$ cat config.mk
export PLATFORM = sky130hd
export DESIGN_NAME = oprt_ram
export DESIGN_NICKNAME = d
export VERILOG_FILES = /design/src/hdl/oprt_ram.sv
export SDC_FILE = /design/constraint.sdc
export NUM_CORES = 1
export LEC_CHECK = 0
export BUFFER_PORTS_ARGS = -buffer_cell sky130_fd_sc_hd__buf_2
export CORE_ASPECT_RATIO = 0.6
export CORE_MARGIN = 2
export CORE_UTILIZATION = 58
export DETAILED_ROUTE_END_ITERATION = 10
export PLACE_DENSITY_LB_ADDON = 0.08
export SETUP_SLACK_MARGIN = 0.05
export SLEW_MARGIN = 10
export SYNTH_ARGS = -nofsm -noshare
export SYNTH_HDL_FRONTEND = slang
export SYNTH_SLANG_ARGS = --single-unit
$ cat constraint.sdc
create_clock -name clk_i -period 4.2 [get_ports clk_i]
set_input_delay 0.21 -clock clk_i [delete_from_list [all_inputs] [get_ports clk_i]]
set_output_delay 0.21 -clock clk_i [all_outputs]
set_load 0.005 [all_outputs]
$ cat src/hdl/oprt_ram.sv
// Generic simple dual-port RAM: one write port, one read port,
// registered read data. No dependencies.
module oprt_ram #(
  parameter int unsigned Width = 8,
  parameter int unsigned Depth = 16,
  localparam int unsigned AW = (Depth > 1) ? $clog2(Depth) : 1
) (
  input  logic             clk_i,
  input  logic             we_i,
  input  logic [AW-1:0]    waddr_i,
  input  logic [Width-1:0] wdata_i,
  input  logic             re_i,
  input  logic [AW-1:0]    raddr_i,
  output logic [Width-1:0] rdata_o
);
  logic [Width-1:0] mem [Depth];

  always_ff @(posedge clk_i) begin
    if (we_i) begin
      mem[waddr_i] <= wdata_i;
    end
    if (re_i) begin
      rdata_o <= mem[raddr_i];
    end
  end
endmodule

; ---- Word-level counts from Yosys, hierarchy flattened
; Memory sizes are Yosys's and may differ from the RTL's. A register that Yosys moved wholly into a read port is not among the register bits.
; Index checks and enable logic that the tools add are counted.
[totals]
ff_bits = 0
latchBits = 0
ram_bits = 128
romBits = 0
out_inout_bits = 8
n_memories = 1
[mem_list]
columns = memory, words, width, rd, rd_clocked_by_memory_dff, wr, line_no
row1 = mem, 16, 8, 1, 1, 1, 16  ; logic [Width-1:0] mem [Depth];
[classes]
addsub = 0
mul = 0
div_mod_pow = 0
magnitude_cmp = 0
n_eq_ne = 0
shifts = 0
mux = 2
bitwise_logic = 0
n_reduce_logical = 0
[op_table]
columns = cell, n
row1 = $mux W1, 2

; ---- Logic depth before layout (Yosys ltp)
; Gate-level depths: netlist of run 1.
[logic_depth]
depth_word = 2
depth_mapped = 5
mapped_depth_nobuf = 3

; ---- Least setup slack after synthesis of run 1
; OpenSTA, ideal clock, no wires.
[synth_path]
path_kind = input to register
start = in waddr_i[2]
end = mem mem[0][0] (enable)
setup_ns = 0.383
t_arrival_ns = 1.320
required_time_ns = 3.817
slack_ns = 2.497
stages = 2
path_buffers = 0
cell_sequence = or3b_2 -> nor3_1
[synth_rtl]
columns = element, line_no
row1 = "start, declared", 10  ; input logic [AW-1:0] waddr_i,
row2 = "end, declared", 16
; Straight into the memory's write port.

==> flow_summary_export.csv, run 1 <==
group,metric,value,unit
floorplan,core-area,8620,µm²
yosys,synth_mux_area_share,14.8,%
global_route,antenna_found_initial,1,
yosys,yosysUniqueCellTypes,18,
detailed_routing,postRouteAntennaNets,0,
global_route,grt_max_degree,33,
critical_path,cp-start-kind,"input port",
detailed_routing,drc_errors,0,
critical_path,crit_required,4340,ps
yosys,synth_nets,248,
job,drv_cap,0,
yosys,synth.yosys.warnings,0,
detailed_routing,totalWireLength,10400,µm
layout,drive_above_1_share,27.0,%
yosys,synthAdderAreaFrac,0,%
layout,final_nets,287,
timing,min_period_over_period,45.8,%
clocking,clk_pin_slew_worst_paths,60,ps
critical_path,crit_chain,"buf_2 -> mux4_1 -> a22oi_1 -> nand2_1",
status,status,"finished clean",
min_path,hold_path_depth,1,
power_and_ir_drop,p_leak,2.00,nW
clocking,cts.hold.buffers_added,0,
clocking,tritoncts,"done",
yosys,synth-compound-area-share,2.30,%
global_route,track_usage,23.3,%
critical_path,slowest_delay,770,ps
clocking,cts_inserted_buffers,17,
timing,fin_crit,1920,ps
detailed_routing,dr.pass1.iters,4,
yosys,synth_area,5230,µm²
global_route,gr-total-overflow,0,
critical_path,cp-end-kind,"flop",
clocking,clk_latency,410,ps
min_path,hold_class,"in -> reg",
critical_path,critPathKind,"in -> reg",
timing,fin_worst_skew,4.97,ps
place,place_ws,1820,ps
timing,rsz0062_at_grt,"no",
floorplan,row_count,26,
yosys,synth_top_family_by_area,"multiplexers",
power_and_ir_drop,ir_drop,0.385,mV
detailed_routing,vias,2518,
place,io_buffers,26,
yosys,seq_area_frac_synth,78.1,%
yosys,synth_xor_area_share,0,%
global_route,grt_pass1_vias,2524,
yosys,yosys_register_bits,136,
power_and_ir_drop,power_density,509,nW/µm²
timing,drv_slew,0,
detailed_routing,drtIter0Drc,296,
critical_path,crit_arrival,2060,ps
timing,hold_viol,0,
detailed_routing,routedWlPerCell,26.6,µm
clocking,clock_sinks,136,
timing,maxSlewHeadroom,30.9,%
yosys,synth.avg_cell_area,22.8,µm²
floorplan,boundaryPins,27,
critical_path,r2r_slack,2660,ps
place,place.detailed.hpwl,6610,µm
yosys,synth_simple_gate_area_share,3.14,%
floorplan,dieWidth,127,µm
floorplan,start_util,60.6,%
layout,insertedDiodeCount,0,
timing,tns,0,ps
yosys,syn_inst,229,
floorplan,die_y,77.5,µm
timing,max_clock_freq,0.520,GHz
layout,area_growth_syn_to_layout,14.6,%
clocking,cts_resized,0,
clocking,postCtsSetupRepairBufs,0,
timing,fin_ws,2280,ps
clocking,clockBufferDepth,2,
clocking,root_buffer,"clkbuf_16",
timing,max_slew.worst_pin.slew,1040,ps
detailed_routing,vias_per_cell,6.41,
critical_path,reg2reg_depth,3,
place,gp_congestion,0.773,
timing,setup_viol,0,
critical_path,crit_slowest_cell,"buf_2",
floorplan,die_area,9810,µm²
clocking,htree_levels,4,
critical_path,cp_max_fo,32,
global_route,grt_pass1_wl,15600,µm
## flip-flops by register name, indices dropped and copies added (netlist names)
signal and count:
mem 128, rdata_o 8
## worst max-delay path, delay by kind of cell
family / cells / cell delay (ps)
AND/OR/NAND/NOR: 1 / 150
multiplexers: 1 / 660
buffers and inverters: 1 / 770
AO/OA/AOI/OAI: 1 / 260
## layout make-up
class                   count  area, µm²
multi-input cells          83       1060
well taps                 112        140
clock inverters            11        106
clock buffers              21        440
flip-flops and latches    136       4080
repair buffers             30        160
fillers                   541       2630
## metal layers
metal	up-vias	routed length [µm]	track usage [%]
met5	-	10	0
met4	2	132	9.34
met3	17	755	6.48
met2	119	4590	31.6
met1	1316	4950	36.2
li1	1064	-	-
## layout by cell type (no fill, tap or decap), drive strengths merged, types with 2 or more instances in the layout
master,n
buf,30
nor3,4
bufinv,2
mux4,32
nand2,9
nor2,13
clkinv,8
clkbuf,21
nand2b,2
edfxtp,136
nand3b,2
a22oi,16
## synth_stat cells (all sizes together)
library cell	count	area, µm²
edfxtp	136	4080
mux4	32	773
a22oi	16	120
nor2	13	48.8
nand2	9	33.8
buf	7	56.3
nor3	4	20.0
clkdlybuf4s25	3	30.0
nand2b	2	12.5
nand3b	2	15.0
and2	1	6.26
and2b	1	7.51
nand3	1	5.00
nor2b	1	6.26
or3b	1	8.76
## stage by stage
stage               instances  power [mW]  utilization, %  hold WS (ps)  cell area, µm²
floorplan                 229        1.64               -           309            5230
global placement          361        1.70            63.1           599            5440
detailed placement        361        1.70            63.1           601            5440
CTS                       393        3.06            69.5           182            5990
global route              393        3.13            69.5           185            5990
finish                    393        3.05            69.5           195            5990
## worst paths after layout
check,startpoint,endpoint
max,raddr_i[0],rdata_o[0]
min reg2reg,mem[0][1],rdata_o[1]
max reg2reg,mem[2][0],rdata_o[0]
min,wdata_i[7],mem[8][7]
## power breakdown
| group | internal [mW] | switching (mW) |
|---|---|---|
| clock network | 0.861 | 0.508 |
| registers | 1.53 | 0.00965 |
| logic | 0.0534 | 0.0823 |
| total | 2.45 | 0.600 |
## logic make-up after synthesis
logic type             count (synthesis)
DFF                                  136
and+or+nand+nor                       35
muxes                                 32
AOI/OAI and AO/OA                     16
buffers and inverters                 10
Power figures use the tool's default switching activity.
==> run 2, diff against run 1 <==
--- a/config.mk
+++ b/config.mk
@@ -5,6 +5,7 @@
 export SDC_FILE = /design/constraint.sdc
 export NUM_CORES = 1
 export LEC_CHECK = 0
+export ABC_AREA = 1
 export BUFFER_PORTS_ARGS = -buffer_cell sky130_fd_sc_hd__buf_2
 export CORE_ASPECT_RATIO = 0.6
 export CORE_MARGIN = 2
==> constraint.sdc (replaced) <==
create_clock -name clk_i -period 1.95 [get_ports clk_i]
set_input_delay 0.0975 -clock clk_i [delete_from_list [all_inputs] [get_ports clk_i]]
set_output_delay 0.0975 -clock clk_i [all_outputs]
set_load 0.005 [all_outputs]
==> run 2 against run 1 <==
  * Synthesized cell count grew 140%
  * Critical path type is now reg -> reg
  * Final area increased by 12%
  * Critical path depth up 2
  * Die area rose by 11%
  * Clock-buffer cell count unchanged
  * Largest power group unchanged
  * Final cell count rose by 89%
  * Clock skew rose by 0.72 ps
  * Clock power up 120%
==> flow_summary_export.csv, run 2 <==
group,metric,value,unit
detailed_routing,totalWireLength,13000,µm
clocking,clock_sinks,136,
yosys,synth_top_area_share,69.8,%
power_and_ir_drop,p_seq_share,49.6,%
floorplan,start_util,59.4,%
global_route,grt_max_degree,65,
floorplan,boundaryPins,27,
detailed_routing,drc_errors,0,
yosys,synth.avg_cell_area,10.6,µm²
clocking,cts_resized,0,
layout,post-route-util,68.1,%
clocking,postCtsSetupRepairBufs,0,
yosys,ys_async_sr_fraction,0,%
critical_path,cp-end-kind,"flop",
clocking,htree_levels,4,
floorplan,die_y,81.8,µm
yosys,seq_area_frac_synth,69.8,%
critical_path,crit_required,2110,ps
place,io_buffers,26,
detailed_routing,top_layer,"met4",
detailed_routing,drtIter0Drc,415,
critical_path,crit_arrival,1310,ps
power_and_ir_drop,p_switching,1.42,mW
layout,largest_reg_flops,128,
clocking,clockBufferDepth,2,
timing,max_slew.worst_pin.slew,628,ps
clocking,clk_latency,410,ps
power_and_ir_drop,power_frac_clock,44.6,%
layout,top_regs,"mem (128), rdata_o (8)",
power_and_ir_drop,swShare,21.2,%
layout,area_growth_syn_to_layout,14.7,%
timing,fin_crit,1150,ps
power_and_ir_drop,power_density,996,nW/µm²
timing,fin_worst_skew,5.69,ps
clocking,cts_inserted_buffers,17,
clocking,root_buffer,"clkbuf_16",
place,place.detailed.hpwl,7850,µm
yosys,synth_area_leaders,"edfxtp_1 (70%), nand2_1 (11%), nand3_1 (8.3%)",
yosys,syn_inst,551,
yosys,yosysUniqueCellTypes,11,
detailed_routing,met3WireLength,1190,µm
detailed_routing,vias,3966,
min_path,hold_class,"in -> reg",
layout,final_nets,612,
detailed_routing,met2_length,5310,µm
global_route,grt_pass1_vias,3573,
detailed_routing,dr.pass1.iters,6,
place,gp_congestion,0.828,
yosys,synth_nets,570,
power_and_ir_drop,total_power,6.68,mW
timing,maxSlewHeadroom,58.1,%
yosys,synth-edff-count,136,
layout,insertedDiodeCount,0,
yosys,yosys_register_bits,136,
global_route,gr-total-overflow,0,
detailed_routing,postRouteAntennaNets,0,
timing,tns,0,ps
power_and_ir_drop,p_int,5.27,mW
floorplan,die_area,10900,µm²
layout,drive_above_1_share,12.2,%
critical_path,cp-start-kind,"flop",
power_and_ir_drop,p_leak,2.91,nW
timing,max_clock_freq,0.872,GHz
global_route,antenna_found_initial,0,
timing,setup_viol,0,
clocking,clk_pin_slew_worst_paths,60,ps
yosys,yosys-top-cells-count,"nand2_1 (173), edfxtp_1 (136), inv_1 (100)",
layout,regMostFlops,"mem",
power_and_ir_drop,ir_drop,0.664,mV
power_and_ir_drop,power_frac_comb,5.9,%
clocking,cts.hold.buffers_added,0,
yosys,synth.yosys.warnings,0,
critical_path,cp_max_fo,1,
global_route,grt_pass1_wl,19700,µm
global_route,track_usage,25.5,%
floorplan,row_count,28,
floorplan,dieWidth,134,µm
yosys,synth_ff_type,"edfxtp_1",
floorplan,core-area,9840,µm²
timing,hold_viol,0,
critical_path,critPathKind,"reg -> reg",
detailed_routing,drt-met1-wl,6210,µm
detailed_routing,vias_per_cell,5.35,
status,status,"finished clean",
clocking,tritoncts,"done",
yosys,synth_area,5850,µm²
timing,min_period_over_period,58.8,%
detailed_routing,routedWlPerCell,17.5,µm
layout,final_cell_mix,"nand2_1 (173), edfxtp_1 (136), inv_1 (100), nand3_1 (97), buf_2 (26)",
job,drv_cap,0,
layout,final_common_cell,"nand2_1",
yosys,synth.most_common_cell,"nand2_1",
yosys,yosys.area.top_type,"edfxtp_1",
timing,rsz0062_at_grt,"no",
timing,drv_slew,0,
-- run 2: cell types whose count changed after synthesis, sizes merged --
cell | previous run | this run
or3b | 1 | 0
nor3 | 4 | 0
and2 | 1 | 0
a22oi | 16 | 0
nor2b | 1 | 0
nand2 | 9 | 173
inv | 0 | 102
nand3 | 1 | 97
mux4 | 32 | 0
nand2b | 2 | 0
buf | 7 | 24
nor2 | 13 | 17
clkdlybuf4s25 | 3 | 0
and2b | 1 | 0
-- run 2: power groups by stage --
stage / clock [mW] / sequential [mW] / combinational, mW
2_1_floorplan: 0 / 3.37 / 0.231
3_3_place_gp: 0 / 3.37 / 0.384
3_5_place_dp: 0 / 3.37 / 0.390
4_1_cts: 3.01 / 3.31 / 0.392
5_1_grt: 3.14 / 3.32 / 0.434
6_report: 2.98 / 3.31 / 0.394
-- run 2: critical path, cell delays in order, from the launching register on --
cell and delay [ps]:
edfxtp_1 370, nand2_1 70, nand2_1 60, nand2_1 160, nand3_1 100, nand3_1 90, nand2_1 60
-- run 2: final timing paths --
check	endpoint	start	slack, ps	cells after the start
worst max-delay path	rdata_o[2]	mem[6][2]	800	6
worst min-delay path	rdata_o[7]	re_i	60	1
worst max register to register	rdata_o[2]	mem[6][2]	800	6
worst min register to register	rdata_o[1]	mem[2][1]	740	6
-- run 2: per-stage QoR --
stage | instances | setup WS, ps | hold slack, ps | instance area [µm²]
final | 741 | 803 | 62.2 | 6710
after global routing | 741 | 741 | 52.7 | 6710
after CTS | 741 | 823 | 54.4 | 6710
after detailed placement | 709 | 601 | 487 | 6160
after global placement | 709 | 615 | 486 | 6160
after floorplan | 551 | 902 | 196 | 5850
-- run 2: layer usage --
| layer | vias up | track usage [%] |
|---|---|---|
| met5 | - | 0 |
| met4 | 0 | 10.6 |
| met3 | 24 | 6.36 |
| met2 | 193 | 36.2 |
| met1 | 1882 | 38.0 |
| li1 | 1867 | - |
-- run 2: logic make-up after synthesis --
family,synth area share [%]
and+or+nand+nor,20.8
DFF,69.8
buffers and inverters,9.39
-- run 2: cell type report --
cell class	count	area, µm²
fillers	743	3140
inverters	102	383
repair buffers	47	313
multi-input cells	289	1210
flip-flops and latches	136	4080
clock buffers	21	440
well taps	135	169
clock inverters	11	106
==> run 3, diff against run 2 <==
--- a/config.mk
+++ b/config.mk
@@ -5,7 +5,7 @@
 export SDC_FILE = /design/constraint.sdc
 export NUM_CORES = 1
 export LEC_CHECK = 0
-export ABC_AREA = 1
+export ABC_AREA = 0
 export BUFFER_PORTS_ARGS = -buffer_cell sky130_fd_sc_hd__buf_2
 export CORE_ASPECT_RATIO = 0.6
 export CORE_MARGIN = 2
==> constraint.sdc (replaced) <==
create_clock -name clk_i -period 1.2 [get_ports clk_i]
set_input_delay 0.06 -clock clk_i [delete_from_list [all_inputs] [get_ports clk_i]]
set_output_delay 0.06 -clock clk_i [all_outputs]
set_load 0.005 [all_outputs]
==> run 3 against run 2 <==
  * The run now ends with negative setup slack left
  * Global-route usage fell by 1.5 points
  * Sequential power increased by 63%
  * Clock power grew 84%
  * Sequential share of layout area is 3.2 points higher
  * Hold slack worse by 41 ps
  * Sequential cell count unchanged
  * Setup slack got worse by 1100 ps
  * Register-to-register slack worse by 1100 ps
  * Core utilization up 5.8 points
  * Critical path type unchanged
==> flow_summary_export.csv, run 3 (same netlist as run 1, synthesis figures left out) <==
group,metric,value,unit
status,status,"complete, but fails checks",
status,violations,"negative setup slack",
layout,final_cell_mix,"edfxtp_1 (136), mux4_2 (32), buf_2 (26), buf_4 (23), clkbuf_16 (17)",
critical_path,cp-end-kind,"flop",
global_route,grt_pass1_wl,16200,µm
clocking,clockBufferDepth,2,
critical_path,crit_required,1360,ps
detailed_routing,routedWlPerCell,25.4,µm
place,place_ws,-438,ps
clocking,clk_pin_slew_worst_paths,60,ps
global_route,track_usage,24.1,%
job,drv_cap,0,
power_and_ir_drop,power_density,1800,nW/µm²
critical_path,crit_slowest_cell,"mux4_2",
floorplan,row_count,26,
timing,hold_viol,0,
floorplan,start_util,60.6,%
layout,final_common_cell,"edfxtp_1",
timing,max_clock_freq,0.684,GHz
global_route,grt_max_degree,21,
detailed_routing,postRouteAntennaNets,0,
layout,regMostFlops,"mem",
layout,top_regs,"mem (128), rdata_o (8)",
power_and_ir_drop,p_leak,2.15,nW
place,post_dp_cell_area,5710,µm²
clocking,clk_latency,410,ps
timing,fin_worst_skew,8.69,ps
min_path,hold_class,"in -> reg",
clocking,postCtsSetupRepairBufs,0,
power_and_ir_drop,total_power,11.5,mW
detailed_routing,totalWireLength,10600,µm
timing,hold_ws,20.9,ps
critical_path,slowest_delay,530,ps
global_route,grt_pass1_vias,2602,
clocking,htree_levels,4,
min_path,hold_path_depth,1,
place,gp_congestion,0.775,
timing,min_period_over_period,122,%
layout,area_growth_syn_to_layout,22.0,%
min_path,holdPathEnd,"rdata_o[1]",
critical_path,crit_arrival,1620,ps
clocking,clock_sinks,136,
layout,drive_above_1_share,42.7,%
timing,maxSlewHeadroom,48.2,%
layout,insertedDiodeCount,0,
critical_path,r2r-start,"mem[15][1]",
critical_path,crit_chain,"mux4_2 -> a22oi_2 -> nand2_1",
layout,largest_reg_flops,128,
detailed_routing,drtIter0Drc,376,
floorplan,boundaryPins,27,
timing,rsz0062_at_grt,"yes",
critical_path,reg2reg_depth,3,
detailed_routing,vias_per_cell,6.12,
floorplan,die_y,77.5,µm
global_route,antenna_found_initial,0,
detailed_routing,drc_errors,0,
critical_path,cp_max_fo,1,
global_route,gr-total-overflow,0,
floorplan,core-area,8620,µm²
min_path,min_from,"re_i",
clocking,cts_inserted_buffers,17,
floorplan,die_area,9810,µm²
power_and_ir_drop,ir_drop,1.55,mV
critical_path,cp-start-kind,"flop",
timing,max_slew.worst_pin.slew,774,ps
detailed_routing,dr.pass1.iters,5,
place,place.detailed.hpwl,6710,µm
detailed_routing,vias,2566,
timing,tns,-1700,ps
clocking,root_buffer,"clkbuf_16",
critical_path,critPathKind,"reg -> reg",
clocking,tritoncts,"done",
floorplan,dieWidth,127,µm
layout,fin_area,6380,µm²
layout,final_nets,313,
timing,setup_viol,8,
critical_path,r2r_slack,-260,ps
timing,fin_crit,1460,ps
timing,fin_ws,-261,ps
place,io_buffers,26,
critical_path,rr_endpoint,"rdata_o[1]",
timing,drv_slew,0,
==> run 3: worst max-delay path, delay by kind of cell, from the launching register on <==
kind,cells,cell delay [ps]
simple gates,1,80
mux,1,530
compound gates,1,200
flops,1,390
==> run 3: area by class of cell <==
type	instances	area, µm²
multi-input combinational	83	1080
clock inverter	15	208
tap	112	140
fill	474	2240
sequential	136	4080
clock buffer	17	425
timing repair buffer	56	443
==> run 3: worst max-delay path by stage <==
stage,startpoint,end,slack [ps],cells past startpoint
final,mem[15][1],rdata_o[1],-260,3
after global routing,mem[14][4],rdata_o[4],-280,3
after CTS,mem[15][1],rdata_o[1],-250,3
after detailed placement,raddr_i[0],rdata_o[1],-440,5
after global placement,raddr_i[0],rdata_o[1],-400,5
after floorplan,mem[3][0],rdata_o[0],-70,3
==> run 3: stage by stage <==
stage | cells | utilization, %
floorplan | 229 | -
global placement | 387 | 66.2
detailed placement | 387 | 66.2
CTS | 419 | 73.9
global route | 419 | 74.0
finish | 419 | 74.0
==> run 3: power breakdown <==
| part | internal [mW] | switching [mW] | total, mW |
|---|---|---|---|
| clock | 3.65 | 1.84 | 5.49 |
| combinational | 0.252 | 0.329 | 0.580 |
| sequential | 5.36 | 0.0302 | 5.39 |
| total | 9.26 | 2.20 | 11.5 |
==> run 3: metal layers <==
| layer | part of all wire (%) | global-route usage (%) | wire length (µm) |
|---|---|---|---|
| met1 | 45 | 37.4 | 4750 |
| met2 | 44 | 32.6 | 4720 |
| met3 | 9.5 | 7.10 | 1010 |
| met4 | 1.5 | 9.12 | 157 |
| met5 | 0 | 0 | 0 |
==> run 3: timing repair <==
action	CTS	global route
hold buffers	0	0
pin swaps	0	1
resized for setup	6	1
endpoints found under the setup margin	8	8
